===== src/design/erd_pkg.sv =====
// Shared package for the escaped record deframer.
// Holds framing byte codes and the record type passed between stages.
// No dependencies.
package erd_pkg;

    localparam logic [7:0] DELIM_BYTE   = 8'h7E;
    localparam logic [7:0] ESCAPE_BYTE  = 8'h7D;
    localparam logic [7:0] ESCAPE_XOR   = 8'h20;
    // Payload bytes stored before the last byte of a record arrives
    localparam int unsigned GATHER_BYTES = 6;
    localparam logic [2:0] LAST_POS     = 3'd6;

    typedef struct packed {
        logic        [15:0] transaction_id;
        logic        [7:0]  operation;
        logic        [15:0] target_address;
        logic signed [15:0] data_value;
    } t_record;

endpackage


===== src/design/erd_in_stage.sv =====
// Input register stage of the escaped record deframer.
// Holds one received byte until the unstuffing stage consumes it.
// Depends on nothing outside this file.
module erd_in_stage (
    input  logic       i_clk,
    input  logic       i_rst_n,
    input  logic       i_valid,
    output logic       o_ready,
    input  logic [7:0] i_byte,
    input  logic       i_advance,
    output logic       o_held_valid,
    output logic [7:0] o_held_byte
);

    logic       r_valid;
    logic [7:0] r_byte;
    logic       n_valid;

    // Take a new byte whenever the slot is empty or being drained
    assign o_ready = !r_valid || i_advance;

    always_comb begin
        n_valid = r_valid;
        if (i_advance) begin
            n_valid = 1'b0;
        end
        if (i_valid && o_ready) begin
            n_valid = 1'b1;
        end
    end

    always_ff @(posedge i_clk) begin
        if (!i_rst_n) begin
            r_valid <= 1'b0;
        end else begin
            r_valid <= n_valid;
        end
    end

    // Payload register, no reset needed
    always_ff @(posedge i_clk) begin
        if (i_valid && o_ready) begin
            r_byte <= i_byte;
        end
    end

    assign o_held_valid = r_valid;
    assign o_held_byte  = r_byte;

endmodule


===== src/design/erd_unstuff.sv =====
// Byte unstuffing and record assembly for the escaped record deframer.
// Tracks escape state and payload position, stores six payload bytes.
// Depends on erd_pkg.
module erd_unstuff (
    input  logic            i_clk,
    input  logic            i_rst_n,
    input  logic            i_valid,
    input  logic [7:0]      i_byte,
    input  logic            i_advance,
    output logic            o_emit,
    output erd_pkg::t_record o_record
);

    logic       r_escape;
    logic [2:0] r_pos;
    logic [7:0] r_gathered [erd_pkg::GATHER_BYTES];

    logic       n_escape;
    logic [2:0] n_pos;
    logic       is_delim;
    logic       is_escape;
    logic       is_payload;
    logic [7:0] payload_byte;

    // Classify the held byte and undo the escape
    assign is_delim     = (i_byte == erd_pkg::DELIM_BYTE);
    assign is_escape    = (i_byte == erd_pkg::ESCAPE_BYTE);
    assign is_payload   = !is_delim && !is_escape;
    assign payload_byte = r_escape ? (i_byte ^ erd_pkg::ESCAPE_XOR) : i_byte;

    // A record completes on the seventh payload byte
    assign o_emit = i_valid && is_payload && (r_pos == erd_pkg::LAST_POS);

    assign o_record.transaction_id = {r_gathered[1], r_gathered[0]};
    assign o_record.operation      = r_gathered[2];
    assign o_record.target_address = {r_gathered[4], r_gathered[3]};
    assign o_record.data_value     = $signed({payload_byte, r_gathered[5]});

    // Next escape flag and position
    always_comb begin
        n_escape = r_escape;
        n_pos    = r_pos;
        if (is_delim) begin
            n_escape = 1'b0;
            n_pos    = 3'd0;
        end else if (is_escape) begin
            n_escape = 1'b1;
        end else begin
            n_escape = 1'b0;
            if (r_pos == erd_pkg::LAST_POS) begin
                n_pos = 3'd0;
            end else begin
                n_pos = r_pos + 3'd1;
            end
        end
    end

    always_ff @(posedge i_clk) begin
        if (!i_rst_n) begin
            r_escape <= 1'b0;
            r_pos    <= 3'd0;
        end else if (i_advance) begin
            r_escape <= n_escape;
            r_pos    <= n_pos;
        end
    end

    // Store payload bytes 0 to 5 at the current position
    always_ff @(posedge i_clk) begin
        if (i_advance && is_payload && (r_pos != erd_pkg::LAST_POS)) begin
            r_gathered[r_pos] <= payload_byte;
        end
    end

endmodule


===== src/design/erd_out_stage.sv =====
// Output register of the escaped record deframer.
// Holds one finished record until the downstream side takes it.
// Depends on erd_pkg.
module erd_out_stage (
    input  logic             i_clk,
    input  logic             i_rst_n,
    input  logic             i_load,
    input  erd_pkg::t_record i_record,
    input  logic             i_ready,
    output logic             o_valid,
    output erd_pkg::t_record o_record
);

    logic             r_valid;
    erd_pkg::t_record r_record;

    // Load a new record or drop the one just taken
    always_ff @(posedge i_clk) begin
        if (!i_rst_n) begin
            r_valid <= 1'b0;
        end else if (i_load) begin
            r_valid <= 1'b1;
        end else if (i_ready) begin
            r_valid <= 1'b0;
        end
    end

    always_ff @(posedge i_clk) begin
        if (i_load) begin
            r_record <= i_record;
        end
    end

    assign o_valid  = r_valid;
    assign o_record = r_record;

endmodule


===== src/design/escaped_record_deframer.sv =====
// Escaped record deframer: accepts one raw byte per cycle while o_ready is
// high and returns one record per seven payload bytes, with 0x7E delimiters
// dropped (restarting the record) and 0x7D escapes removed. A byte is
// registered on entry in the input register, unstuffed from there and, when
// it completes a record, loaded into the output register, which presents
// the record until it is taken. The single input register feeds the single
// output register; input ready drops only while a finished record waits in
// the output register and the held byte would complete another one.
module escaped_record_deframer (
    input  logic               i_clk,
    input  logic               i_rst_n,
    input  logic               i_valid,
    output logic               o_ready,
    input  logic [7:0]         i_rx_byte,
    output logic               o_valid,
    input  logic               i_ready,
    output logic [15:0]        o_transaction_id,
    output logic [7:0]         o_operation,
    output logic [15:0]        o_target_address,
    output logic signed [15:0] o_data_value
);

    logic             held_valid;
    logic [7:0]       held_byte;
    logic             advance;
    logic             emit;
    erd_pkg::t_record record;
    erd_pkg::t_record out_record;

    // Advance the held byte unless its record has nowhere to go
    assign advance = held_valid && (!emit || !o_valid || i_ready);

    erd_in_stage u_in (
        .i_clk        (i_clk),
        .i_rst_n      (i_rst_n),
        .i_valid      (i_valid),
        .o_ready      (o_ready),
        .i_byte       (i_rx_byte),
        .i_advance    (advance),
        .o_held_valid (held_valid),
        .o_held_byte  (held_byte)
    );

    erd_unstuff u_unstuff (
        .i_clk     (i_clk),
        .i_rst_n   (i_rst_n),
        .i_valid   (held_valid),
        .i_byte    (held_byte),
        .i_advance (advance),
        .o_emit    (emit),
        .o_record  (record)
    );

    erd_out_stage u_out (
        .i_clk    (i_clk),
        .i_rst_n  (i_rst_n),
        .i_load   (advance && emit),
        .i_record (record),
        .i_ready  (i_ready),
        .o_valid  (o_valid),
        .o_record (out_record)
    );

    assign o_transaction_id = out_record.transaction_id;
    assign o_operation      = out_record.operation;
    assign o_target_address = out_record.target_address;
    assign o_data_value     = out_record.data_value;

endmodule


===== config.mk =====
export PLATFORM = sky130hd
export DESIGN_NAME = escaped_record_deframer
export DESIGN_NICKNAME = d
export VERILOG_FILES = /design/src/design/erd_pkg.sv /design/src/design/erd_in_stage.sv /design/src/design/erd_unstuff.sv /design/src/design/erd_out_stage.sv /design/src/design/escaped_record_deframer.sv
export SDC_FILE = /design/constraint.sdc
export NUM_CORES = 1
export LEC_CHECK = 0
export BUFFER_PORTS_ARGS = -buffer_cell sky130_fd_sc_hd__buf_2
export CAP_MARGIN = 20
export CORE_ASPECT_RATIO = 0.75
export CORE_MARGIN = 10
export CORE_UTILIZATION = 50
export DETAILED_ROUTE_END_ITERATION = 16
export GPL_ROUTABILITY_DRIVEN = 0
export PLACE_DENSITY = 0.73
export SYNTH_ARGS = -nofsm -noshare
export SYNTH_HDL_FRONTEND = slang
export SYNTH_SLANG_ARGS = --single-unit

===== constraint.sdc =====
create_clock -name i_clk -period 5.15 [get_ports i_clk]
set_clock_uncertainty 0.2 [all_clocks]
set_input_delay 0.515 -clock i_clk [delete_from_list [all_inputs] [get_ports i_clk]]
set_output_delay 0.515 -clock i_clk [all_outputs]
set_load 0.02 [all_outputs]

-- Word-level counts from Yosys, hierarchy flattened
Memory sizes are Yosys's and may differ from the RTL's. A register that Yosys moved wholly into a read port is not among the register bits.
Index checks and enable logic that the tools add are counted.
- register bits after elaboration: 30
- RAM bits: 48
- input bits: 12
- output and inout port bits: 58
- word-level logic and storage cells: 45
- memories kept: 1
- $add $sub $neg: 1
- equality and inequality tests: 5
- mux-type cells: 12
- bitwise gates (word level): 1
- reduce and logical (&&, ||, !) cells: 19
- memory list (memory ; words ; width ; rd ports ; clocked after Yosys merged registers in ; wr ports ; RTL line ; RTL):
    u_unstuff.r_gathered ; 6 ; 8 ; 6 ; 6 ; 1 ; erd_unstuff.sv:16 ; logic [7:0] r_gathered [erd_pkg::GATHER_BYTES];
- operators with widths (cell ; count):
    8-bit by 7-bit equality test with 1-bit output (second input constant) ; 2
    3-bit two-way mux ; 3
    1-bit logical AND ; 8
    1-bit two-way mux ; 8
    6-bit two-way mux ; 1
    1-bit zero test ; 5
    2-bit nonzero test ; 2
    3-bit by 1-bit adder with 3-bit output (second input constant) ; 1
    3-bit equality test (second input constant) ; 1
    1-bit logical OR ; 3
    3-bit inequality test (second input constant) ; 1
    2-bit by 1-bit inequality test with 1-bit output (second input constant) ; 1
    2-bit AND reduction ; 1
    1-bit inverter ; 1

-- Depth between registers and ports, before layout
Gate-level depths: netlist of run 1.
- depth after elaboration: 13
- mapped depth: 6
- gate-level depth less buffers: 5

-- Modules after synthesis
From an unflattened synthesis of run 1, not the netlist that was laid out.
- cell total of the unflattened synthesis: 171
- area, all modules: 3844.9 sq um
- modules (own cells, without submodules) (module ; instances ; cells each ; area an instance (sq um) ; seq. area each (sq um)):
    erd_unstuff ; 1 ; 95 ; 1791.7 ; 1521.5
    erd_out_stage ; 1 ; 59 ; 1722.9 ; 1701.6
    erd_in_stage ; 1 ; 13 ; 297.8 ; 260.2
    escaped_record_deframer ; 1 ; 4 ; 32.5 ; 0.0

-- Worst setup path after synthesis of run 1
Ideal clock, no wire load.
- kind: register -> register
- from: register u_in.r_byte[4], in the netlist u_in.o_held_byte[4]
- to: register o_data_value[0] (netlist name)
- library setup time: 0.476 ns
- arrival: 3.707 ns
- required time: 4.474 ns
- slack: 0.767 ns
- stages on the path, launching flop included: 5
- buffers on the path: 0
- period minus slack after synthesis: 4.383 ns
- path through: edfxtp_1 and4b_2 and3_4 or3_1 nor2b_1
- word-level cells in the longest chain between the ends: 10
- elaborated cells on any way between the ends: 12
- classes of those cells: 2 x eq/ne; 10 x reduce/logical
- ends and longest elaborated chain (element ; RTL line ; RTL):
    start, declared ; erd_in_stage.sv:16 ; logic [7:0] r_byte;
    start signal, assigned ; erd_in_stage.sv:43 ; r_byte <= i_byte;
    8-bit by 7-bit equality test with 1-bit output, on equally long branches ; erd_unstuff.sv:26, erd_unstuff.sv:27 ;
    1-bit zero test ; erd_unstuff.sv:28 ; assign is_payload = !is_delim && !is_escape;
    1-bit logical AND (*) ; erd_unstuff.sv:28 ;
    1-bit logical AND (*) (2 in series) ; erd_unstuff.sv:32 ; assign o_emit = i_valid && is_payload && (r_pos == erd_pkg::LAST_POS);
    1-bit zero test ; escaped_record_deframer.sv:31 ; assign advance = held_valid && (!emit || !o_valid || i_ready);
    1-bit logical OR (2 in series) ; escaped_record_deframer.sv:31 ;
    1-bit logical AND ; escaped_record_deframer.sv:31 ;
    1-bit logical AND (*) ; escaped_record_deframer.sv:57 ; .i_load (advance && emit),
    named net u_out.i_load ; erd_out_stage.sv:7 ; input logic i_load,
Mark *: on every way through the listed nets, which the timed path passes. The rest lies on a longest branch.
A chain may end at the register's enable or synchronous reset.

-- Worst setup path after layout of run 1
- from: register u_in.r_byte[4], in the netlist u_in.o_held_byte[4]
- to: register o_target_address[5] (netlist name)
- word-level cells in the longest chain between the ends: 10
- elaborated cells on any way between the ends: 12
- classes of those cells: 2 x eq/ne; 10 x reduce/logical
- ends and longest elaborated chain (element ; RTL line):
    8-bit by 7-bit equality test with 1-bit output, on equally long branches ; erd_unstuff.sv:26, erd_unstuff.sv:27
    1-bit zero test ; erd_unstuff.sv:28
    1-bit logical AND (*) ; erd_unstuff.sv:28
    1-bit logical AND (*) (2 in series) ; erd_unstuff.sv:32
    1-bit zero test ; escaped_record_deframer.sv:31
    1-bit logical OR (2 in series) ; escaped_record_deframer.sv:31
    1-bit logical AND ; escaped_record_deframer.sv:31
    1-bit logical AND (*) ; escaped_record_deframer.sv:57
    named net u_out.i_load ; erd_out_stage.sv:7
Marked as above.

==> impl_results.md, run 1 <==
- Run status: complete, no violations
- # setup viols final: 0
- Final Power: 2.19 mW
- Worst Reg-to-Reg Cells: 5
- Mapped cell area: 3830 um2
- Reg2reg end: o_target_address[5]
- Worst hold endpoint: u_in.o_held_valid
- CTS Buffer Depth: 2
- Placement Rows: 27
- Worst setup SP type: flop
- Share of cells above drive strength 1: 41.3%
- Worst skew pair latency: 500 ps
- Peak Freq: 0.329 GHz
- First-pass GRT wire length: 10.7 mm
- Hold crit path type: in -> reg
- Initial Util: 51.8%
- Count of cell types in the netlist: 39
- Async set-reset flop share out of synthesis: 0%
- Avg Cell Area, Syn: 22.9 um2
- Register-to-register setup slack: 2110 ps
- Synth Register Bits: 118
- Tightest Pin Transition: 922 ps
- Total negative slack: 0 ps
- Max-slew headroom: 38.2%
- Peak supply drop: 0.260 mV
- Layout area overhead: 29.6%
- Worst path arrival time: 3000 ps
- Worst Path Max Fanout: 32
- Number of max-cap violations: 0
- DP HPWL: 4.36 mm
- WS Path Type: reg -> reg
- EDFF count, synth: 112
- Crit. End Element: flop
- Cell Pwr Density: 440 nW/um2
- Pin count of the biggest net entering global routing: 33
- DR vias: 1847
- Initial antenna violation count: 0
- Worst Hold Path Cells: 3
- Total I/O pin count: 70
- Post-cts sizing count: 0
- Final period util: 59.0%
- Worst hold start: i_valid
- Most common cell after layout, fill and taps aside: edfxtp_1
- # nets final: 275
- Residual DRC count: 0
- Synth warn: 0
- Worst r2r src: u_in.o_held_byte[4]
- Vias/cell: 4.90
- DIE AREA: 11600 um2
- WL final: 7.05 mm
- Core area: 7400 um2
- Final core utilization: 67.1%
- Die Ht: 95.8 um
- GRT Total Usage: 12.9%
- H-tree depth: 4
- CTS tree: built
- Critical path required time: 5110 ps
- P_leak: 1.78 nW
- Cells after synthesis: 167
- Reg clk slew, reported paths: 60 ps
- Post-route antenna net violation count: 0
- Hold slack: 101 ps
- Tmin final: 3040 ps
- Fin. max-slew vios: 0
- Drt pass-1 iters: 4
- Gr ovfl total: 0
- Syn Nets: 179
- Sequential area share after synthesis: 91.0%
- Per-cell routed wire length: 18.7 um
- Final Hold Violating Endpoints: 0
- Buffers on Ports: 69
- Die width: 121 um
- CTS sink count: 118
- Clock buffer count from CTS: 17
- Root buffer cell: clkbuf_8
- RSZ-0062 raised after global routing: false
- Commonest cells after routing, fill and taps aside: edfxtp_1 (112), buf_2 (69), clkbuf_16 (16)
- Number of DRC markers in iteration 0: 150
- Diodes inserted: 0
- Vias in the first global route: 1852
- Post-synth top flop: edfxtp_1
-- through the flow --
step	cells	area, um2	setup WS (ps)
2_1_floorplan	167	3830	767
3_3_place_gp	337	4330	2230
3_5_place_dp	337	4330	2160
4_1_cts	377	4960	2110
5_1_grt	377	4960	1920
6_report	377	4960	2110
-- timing repair --
| item | in CTS | in global routing |
|---|---|---|
| buffers inserted | 0 | 0 |
| hold endpoints to repair | 8 | 0 |
| hold buffers | 8 | 0 |
-- power by group --
part	leakage, nW	switching (mW)	internal (mW)
sequential	1.06	0.0137	1.06
combinational	0.458	0.0159	0.0139
clock	0.255	0.396	0.683
-- how the worst max path moves through the flow --
stage | from | end | slack [ps]
finish | u_in.o_held_byte[4] | o_target_address[5] | 2110
global route | u_in.o_held_byte[4] | u_out.o_record[9] | 1920
CTS | u_in.o_held_byte[6] | o_target_address[0] | 2110
detailed placement | u_in.o_held_byte[4] | u_out.o_record[8] | 2160
global placement | u_in.o_held_byte[6] | u_out.o_record[8] | 2230
floorplan | u_in.o_held_byte[4] | o_data_value[0] | 770
-- sequential cells by signal, indices dropped and copies added (netlist names) --
name	cells
o_data_value	8
o_operation	8
o_target_address	16
o_transaction_id	16
u_in.o_held_byte	8
u_in.o_held_valid	1
u_out.o_record	8
u_out.o_valid	1
u_unstuff.r_escape	1
u_unstuff.r_gathered	48
u_unstuff.r_pos	3
-- cell families (layout without fill, tap and decap cells) --
group,Yosys count,count (layout),synth area share (%)
xor gates and xnor gates,2,2,0.457
AOI/OAI and AO/OA,16,16,3.40
and+or+nand+nor,27,27,4.74
DFF,118,118,91.0
buffers and inverters,4,113,0.457
-- critical path: stages, from the launching register on --
cell and delay, ps:
edfxtp_1 500, and4b_2 320, and3_4 190, or3_1 370, nor2b_4 600, buf_4 480
-- layout make-up --
cell class / instances / area (um2)
clock inverter: 13 / 133
tap: 101 / 126
multi-input combinational: 45 / 353
sequential: 118 / 3480
fill: 464 / 2430
clock buffer: 19 / 422
inverter: 2 / 7.51
timing repair buffer: 79 / 440
-- synthesized netlist by cell type (2+ instances only) --
cell / n / area, um2
edfxtp_1: 112 / 3360
dfxtp_1: 6 / 120
nand2_1: 3 / 11.3
nor2_1: 3 / 11.3
nor3_1: 3 / 15.0
a21boi_0: 2 / 15.0
a21oi_1: 2 / 10.0
inv_1: 2 / 7.51
nand2_2: 2 / 12.5
nor3b_1: 2 / 15.0
xor2_1: 2 / 17.5
-- per-layer routing --
| layer | GRT usage, % | share of wire, % |
|---|---|---|
| met1 | 14.9 | 40 |
| met4 | 5.81 | 1.9 |
| met5 | 0 | 0 |
| met2 | 19.2 | 47 |
| met3 | 7.54 | 11 |
No activity file was read; power rests on OpenSTA's default activity.
==> inputs of run 2 (changes only) <==
Clock period 5.15 ns to 3.1 ns, I/O delays scaled along.
==> impl_results.md, run 2 (synthesized netlist as in run 1, its figures left out) <==
- Critical path required time: 3030 ps (-2080 ps)
- Peak Freq: 0.389 GHz (+18%)
- Max-slew headroom: 44.6% (+6.4 points)
- CP max stage delay: 660 ps (+60 ps)
- GRT Total Usage: 13.1% (+0.15 points)
- Layout area overhead: 33.3%
- Cell Pwr Density: 750 nW/um2 (+70%)
- Vias/cell: 4.86 (-0.75%)
- Buffers on Ports: 69 (unchanged)
- First-pass GRT wire length: 11.0 mm (+2.1%)
- Residual DRC count: 0 (unchanged)
- Most common cell after layout, fill and taps aside: edfxtp_1
- Worst hold endpoint: u_out.o_valid
- Crit. End Element: flop
- RSZ-0062 raised after global routing: false
- WS Path Type: reg -> reg
- Worst Reg-to-Reg Cells: 4 (-1)
- Post-CTS setup buffer count: 0 (unchanged)
- Hold crit path type: in -> reg
- Number of DRC markers in iteration 0: 163 (+8.7%)
- Total I/O pin count: 70 (unchanged)
- P_leak: 1.87 nW (+4.9%)
- Number of max-cap violations: 0 (unchanged)
- Register-to-register setup slack: 530 ps (-1580 ps)
- Core area: 7400 um2 (unchanged)
- WL final: 7.12 mm (+0.96%)
- Filler cell count: 458 (-1.3%)
- Commonest cells after routing, fill and taps aside: edfxtp_1 (112), buf_2 (69), clkbuf_16 (16)
- Run status: complete, no violations
- Hold slack: 44.3 ps (-56.8 ps)
- # setup viols final: 0 (unchanged)
- H-tree depth: 4 (unchanged)
- Share of cells above drive strength 1: 42.1% (+0.80 points)
- Pin count of the biggest net entering global routing: 57 (+73%)
- Largest register FFs: 48 (unchanged)
- Worst r2r src: u_in.o_held_byte[0]
- Reg clk slew, reported paths: 50 ps (about the same)
- CTS tree: built
- Die width: 121 um (unchanged)
- Final Hold Violating Endpoints: 0 (unchanged)
- DIE AREA: 11600 um2 (unchanged)
- Final Power: 3.83 mW (+75%)
- Worst Path Max Fanout: 10 (-69%)
- Final period util: 83.0% (+24 points)
- Fin. max-slew vios: 0 (unchanged)
- Vias in the first global route: 1955 (+5.6%)
- Clock buffer count from CTS: 17 (unchanged)
- Crit path cell chain: xor2_1 > and3_4 > or3_4 > nor2_1
- Worst Hold Path Cells: 3 (unchanged)
- Gr ovfl total: 0 (unchanged)
- Diodes inserted: 0 (unchanged)
- Tmin final: 2570 ps (-466 ps)
- Die Ht: 95.8 um (unchanged)
- Root buffer cell: clkbuf_8
- Reg2reg end: u_unstuff.r_gathered[3][2]
- Worst skew pair latency: 500 ps (about the same)
- CTS sink count: 118 (unchanged)
- CP Launch Point: u_in.o_held_byte[0]
- Tightest Pin Transition: 828 ps (-93.9 ps)
- Critical-path top delay cell: nor2_1
- Initial antenna violation count: 0 (unchanged)
- Total negative slack: 0 ps (unchanged)
- DR vias: 1877 (+1.6%)
- Largest Register: u_unstuff.r_gathered
- Peak supply drop: 0.316 mV (+22%)
- Per-cell routed wire length: 18.5 um (-1.4%)
- Worst hold start: i_ready
- Worst setup SP type: flop
- CTS Buffer Depth: 2 (unchanged)
- Worst path arrival time: 2500 ps (-500 ps)
- Post-route antenna net violation count: 0 (unchanged)
- Initial Util: 51.8% (unchanged)
- # nets final: 284 (+3.3%)
- Placement Rows: 27 (unchanged)
- DP HPWL: 4.56 mm (+4.7%)
- Drt pass-1 iters: 4 (unchanged)
[run 2: cell type report]
class | instances | area (um2) | area share (%)
sequential | 118 | 3480 | 68.3
timing repair buffer | 88 | 528 | 10.3
clock buffer | 17 | 414 | 8.11
multi-input combinational | 45 | 343 | 6.72
clock inverter | 15 | 201 | 3.95
tap | 101 | 126 | 2.48
inverter | 2 | 7.51 | 0.147
[run 2: timing repair]
item                      CTS  global route
hold endpoints to repair   14             0
resized for setup           0             0
hold buffers               11             0
[run 2: how the worst max path moves through the flow]
stage / endpoint / cells past startpoint
2_1_floorplan: o_data_value[0] / 4
3_3_place_gp: u_unstuff.r_gathered[3][5] / 4
3_5_place_dp: u_unstuff.r_gathered[3][2] / 4
4_1_cts: u_unstuff.r_gathered[3][0] / 4
5_1_grt: u_unstuff.r_gathered[3][1] / 4
6_report: u_unstuff.r_gathered[3][2] / 4
[run 2: report_power, final]
part	switching (mW)	internal, mW
Combinational	0.0262	0.0277
Clock	0.675	1.31
Sequential	0.0240	1.77
[run 2: through the flow]
stage / setup slack, ps / instances / utilization, % / instance area [um2]
after floorplan: 385 / 167 / - / 3840
after global placement: 669 / 343 / 59.2 / 4380
after detailed placement: 547 / 343 / 59.2 / 4380
after CTS: 483 / 386 / 69.0 / 5100
after global routing: 390 / 386 / 69.0 / 5100
final: 526 / 386 / 69.0 / 5100
[run 2: layer usage]
layer,track usage [%],vias to the layer above,routed length (um)
met5,0,-,0
met4,6.41,0,72
met3,7.02,6,616
met2,19.1,71,3350
met1,15.6,921,3080
li1,-,879,-
[run 2: critical path, delay by kind of cell (launching register included)]
family / cells / cell delay [ps]
xor+xnor: 1 / 220
simple gates: 3 / 1230
flops: 1 / 550
==> inputs of run 3 (changes only) <==
Settings changed: ABC_AREA set to 1, CORE_UTILIZATION 50 to 49, PLACE_DENSITY 0.73 to 0.74.
Clock period 3.1 ns to 2.1 ns, I/O delays scaled along.
==> impl_results.md, run 3 <==
- CTS sink count: 118 (unchanged)
- Simple-Gate Fraction of Synth Area: 6.94% (+2.2 points)
- Register-to-register setup slack: 140 ps (-390 ps)
- Synth Register Bits: 118 (unchanged)
- Worst path arrival time: 1610 ps (-890 ps)
- Compound-Gate Fraction of Synth Area: 0.652% (-2.7 points)
- Drt pass-1 iters: 4 (unchanged)
- Final Non-Filler Cells: 427 (+11%)
- Number of max-cap violations: 0 (unchanged)
- Die Ht: 96.6 um (+0.88%)
- Multi-input combinational cell area: 318 um2 (-7.3%)
- Post-synth top flop: edfxtp_1
- # nets final: 325 (+14%)
- Dpl cells: 378 (+10%)
- Peak supply drop: 0.793 mV (+150%)
- H-tree depth: 4 (unchanged)
- Diodes inserted: 0 (unchanged)
- Async set-reset flop share out of synthesis: 0% (unchanged)
- GRT Total Usage: 12.2% (-0.82 points)
- Clock buffer count from CTS: 17 (unchanged)
- Total I/O pin count: 70 (unchanged)
- Post-Synth XOR/XNOR Area: 0.228% (-0.23 points)
- Largest register FFs: 48 (unchanged)
- Initial antenna violation count: 0 (unchanged)
- WL final: 6.88 mm (-3.5%)
- # setup viols final: 0 (unchanged)
- Number of DRC markers in iteration 0: 211 (+29%)
- Largest Register: u_unstuff.r_gathered
- Synth warn: 0 (unchanged)
- Mux contribution to synthesized area: 0% (unchanged)
- DP HPWL: 4.61 mm (+1.0%)
- Pin count of the biggest net entering global routing: 28 (-51%)
- Core area: 7470 um2 (+0.91%)
- Pre-CTS setup slack: 66.7 ps (-481 ps)
- Commonest cells post-synth: edfxtp_1 (112), nand2_1 (21), nor2_1 (13), inv_1 (10), dfxtp_1 (6)
- Total negative slack: 0 ps (unchanged)
- Vias in the first global route: 2154 (+10%)
- Residual DRC count: 0 (unchanged)
- Commonest cells after routing, fill and taps aside: edfxtp_1 (112), buf_2 (68), buf_4 (23)
- First-pass GRT wire length: 11.1 mm (+1.1%)
- Vias/cell: 4.62 (-5.0%)
- Register Area: 3480 um2 (about the same)
- Area leader, netlist: edfxtp_1
- Crit. End Element: output pin
- Placement Rows: 27 (unchanged)
- Final core utilization: 69.6% (+0.60 points)
- WS Path Type: reg -> out
- Avg Cell Area, Syn: 20.2 um2 (-12%)
- Root buffer cell: clkbuf_8
- CTS tree: built
- Main combinational cell family by area after synthesis: simple AND/OR/NAND/NOR gates
- Gr ovfl total: 0 (unchanged)
- Tightest Pin Transition: 604 ps (-224 ps)
- Max-slew headroom: 59.6% (+15 points)
- EDFF count, synth: 112 (unchanged)
- Fin. max-slew vios: 0 (unchanged)
- Die width: 122 um (+0.93%)
- DIE AREA: 11800 um2 (+1.8%)
- Reg clk slew, reported paths: 50 ps (about the same)
- Final Hold Violating Endpoints: 0 (unchanged)
- Share of cells above drive strength 1: 41.7% (-0.39 points)
- Tmin final: 2020 ps
- P_leak: 1.93 nW (+3.4%)
- Cells after synthesis: 190 (+14%)
- Layout area overhead: 35.4%
- Worst skew pair latency: 500 ps (about the same)
- Final worst slack: 78.4 ps (-448 ps)
- Initial Util: 51.4% (-0.37 points)
- Cell with the most instances after synthesis: edfxtp_1
- Run status: complete, no violations
- Most common cell after layout, fill and taps aside: edfxtp_1
- Worst setup SP type: flop
- Post-Synth Adder-Cell Area: 0% (unchanged)
- Syn Nets: 202 (+13%)
- Filler cell count: 487 (+6.3%)
- Critical path required time: 1690 ps (-1340 ps)
- DR vias: 1972 (+5.1%)
- Synth top area share: 87.6% (-0.17 points)
- Cell Pwr Density: 1030 nW/um2 (+37%)
- Worst Path Max Fanout: 6 (-4)
- RSZ-0062 raised after global routing: true
- Peak Freq: 0.495 GHz
- Per-cell routed wire length: 16.1 um (-13%)
- Hold crit path type: reg -> reg
- Post-route antenna net violation count: 0 (unchanged)
- Buffers on Ports: 69 (unchanged)
- Sequential area share after synthesis: 90.8% (-0.18 points)
- CTS Buffer Depth: 2 (unchanged)
- Mapped cell area: 3840 um2 (+0.20%)
- Count of cell types in the netlist: 16 (-59%)
- Ranking of synthesized cells by area: edfxtp_1 (88%), dfxtp_1 (3.1%), nand2_1 (2.1%), nor2_1 (1.3%), inv_1 (0.98%)
- Final period util: 96.3%
run 3: path summary, 6_finish.rpt:
path	from	cells past startpoint	to
worst max-delay path	u_in.o_held_byte[0]	6	o_ready
worst min-delay path	u_unstuff.r_gathered[4][1]	0	o_target_address[9]
worst max register to register	u_in.o_held_byte[0]	8	u_unstuff.r_gathered[5][5]
worst min register to register	u_unstuff.r_gathered[4][1]	0	o_target_address[9]
run 3: per-layer routing:
| layer | up-vias | wire, um | global-route usage (%) |
|---|---|---|---|
| li1 | 963 | - | - |
| met2 | 78 | 3260 | 18.6 |
| met4 | 0 | 67 | 4.49 |
| met3 | 9 | 674 | 6.89 |
| met1 | 922 | 2870 | 14.2 |
| met5 | - | 0 | 0 |
run 3: kinds of logic after synthesis:
logic type | count (synthesis)
xor gates and xnor gates | 1
buffers and inverters | 14
AOI/OAI and AO/OA | 5
DFF | 118
and+or+nand+nor | 52
run 3: power by group:
group | switching (mW) | total, mW | internal [mW]
sequential | 0.0154 | 2.62 | 2.61
clock | 1.01 | 2.58 | 1.57
combinational | 0.0749 | 0.131 | 0.0565
run 3: area by class of cell:
cell class                      count  share of cell area, %
Multi-Input combinational cell     58                   6.12
Clock inverter                     14                   2.43
Sequential cell                   118                   67.1
Tap cell                          101                   2.43
Clock buffer                       18                   8.04
Inverter                           13                  0.939
Timing Repair Buffer              105                   13.0
run 3: timing repair:
| item | in CTS | in global routing |
|---|---|---|
| hold endpoints to repair | 14 | 0 |
| pin swaps | 0 | 1 |
| cloned | 0 | 0 |
| gates resized for setup | 0 | 4 |
| setup endpoints to repair | 1 | 17 |
| buffers inserted | 2 | 3 |
| hold buffers | 12 | 0 |
run 3: worst max-delay path, stage by stage (launching register included):
cell and delay, ps:
edfxtp_1 430, buf_4 160, nand2_1 50, nand2_1 50, nand3_2 120, nand3_4 120, buf_4 170
run 3: stage by stage:
| step | instance area [um2] | total power, mW | hold WS (ps) |
|---|---|---|---|
| after floorplan | 3840 | 2.72 | 109 |
| after global placement | 4480 | 2.77 | 186 |
| after detailed placement | 4480 | 2.78 | 188 |
| after CTS | 5160 | 5.38 | 190 |
| after global routing | 5190 | 5.53 | 205 |
| final | 5190 | 5.33 | 215 |
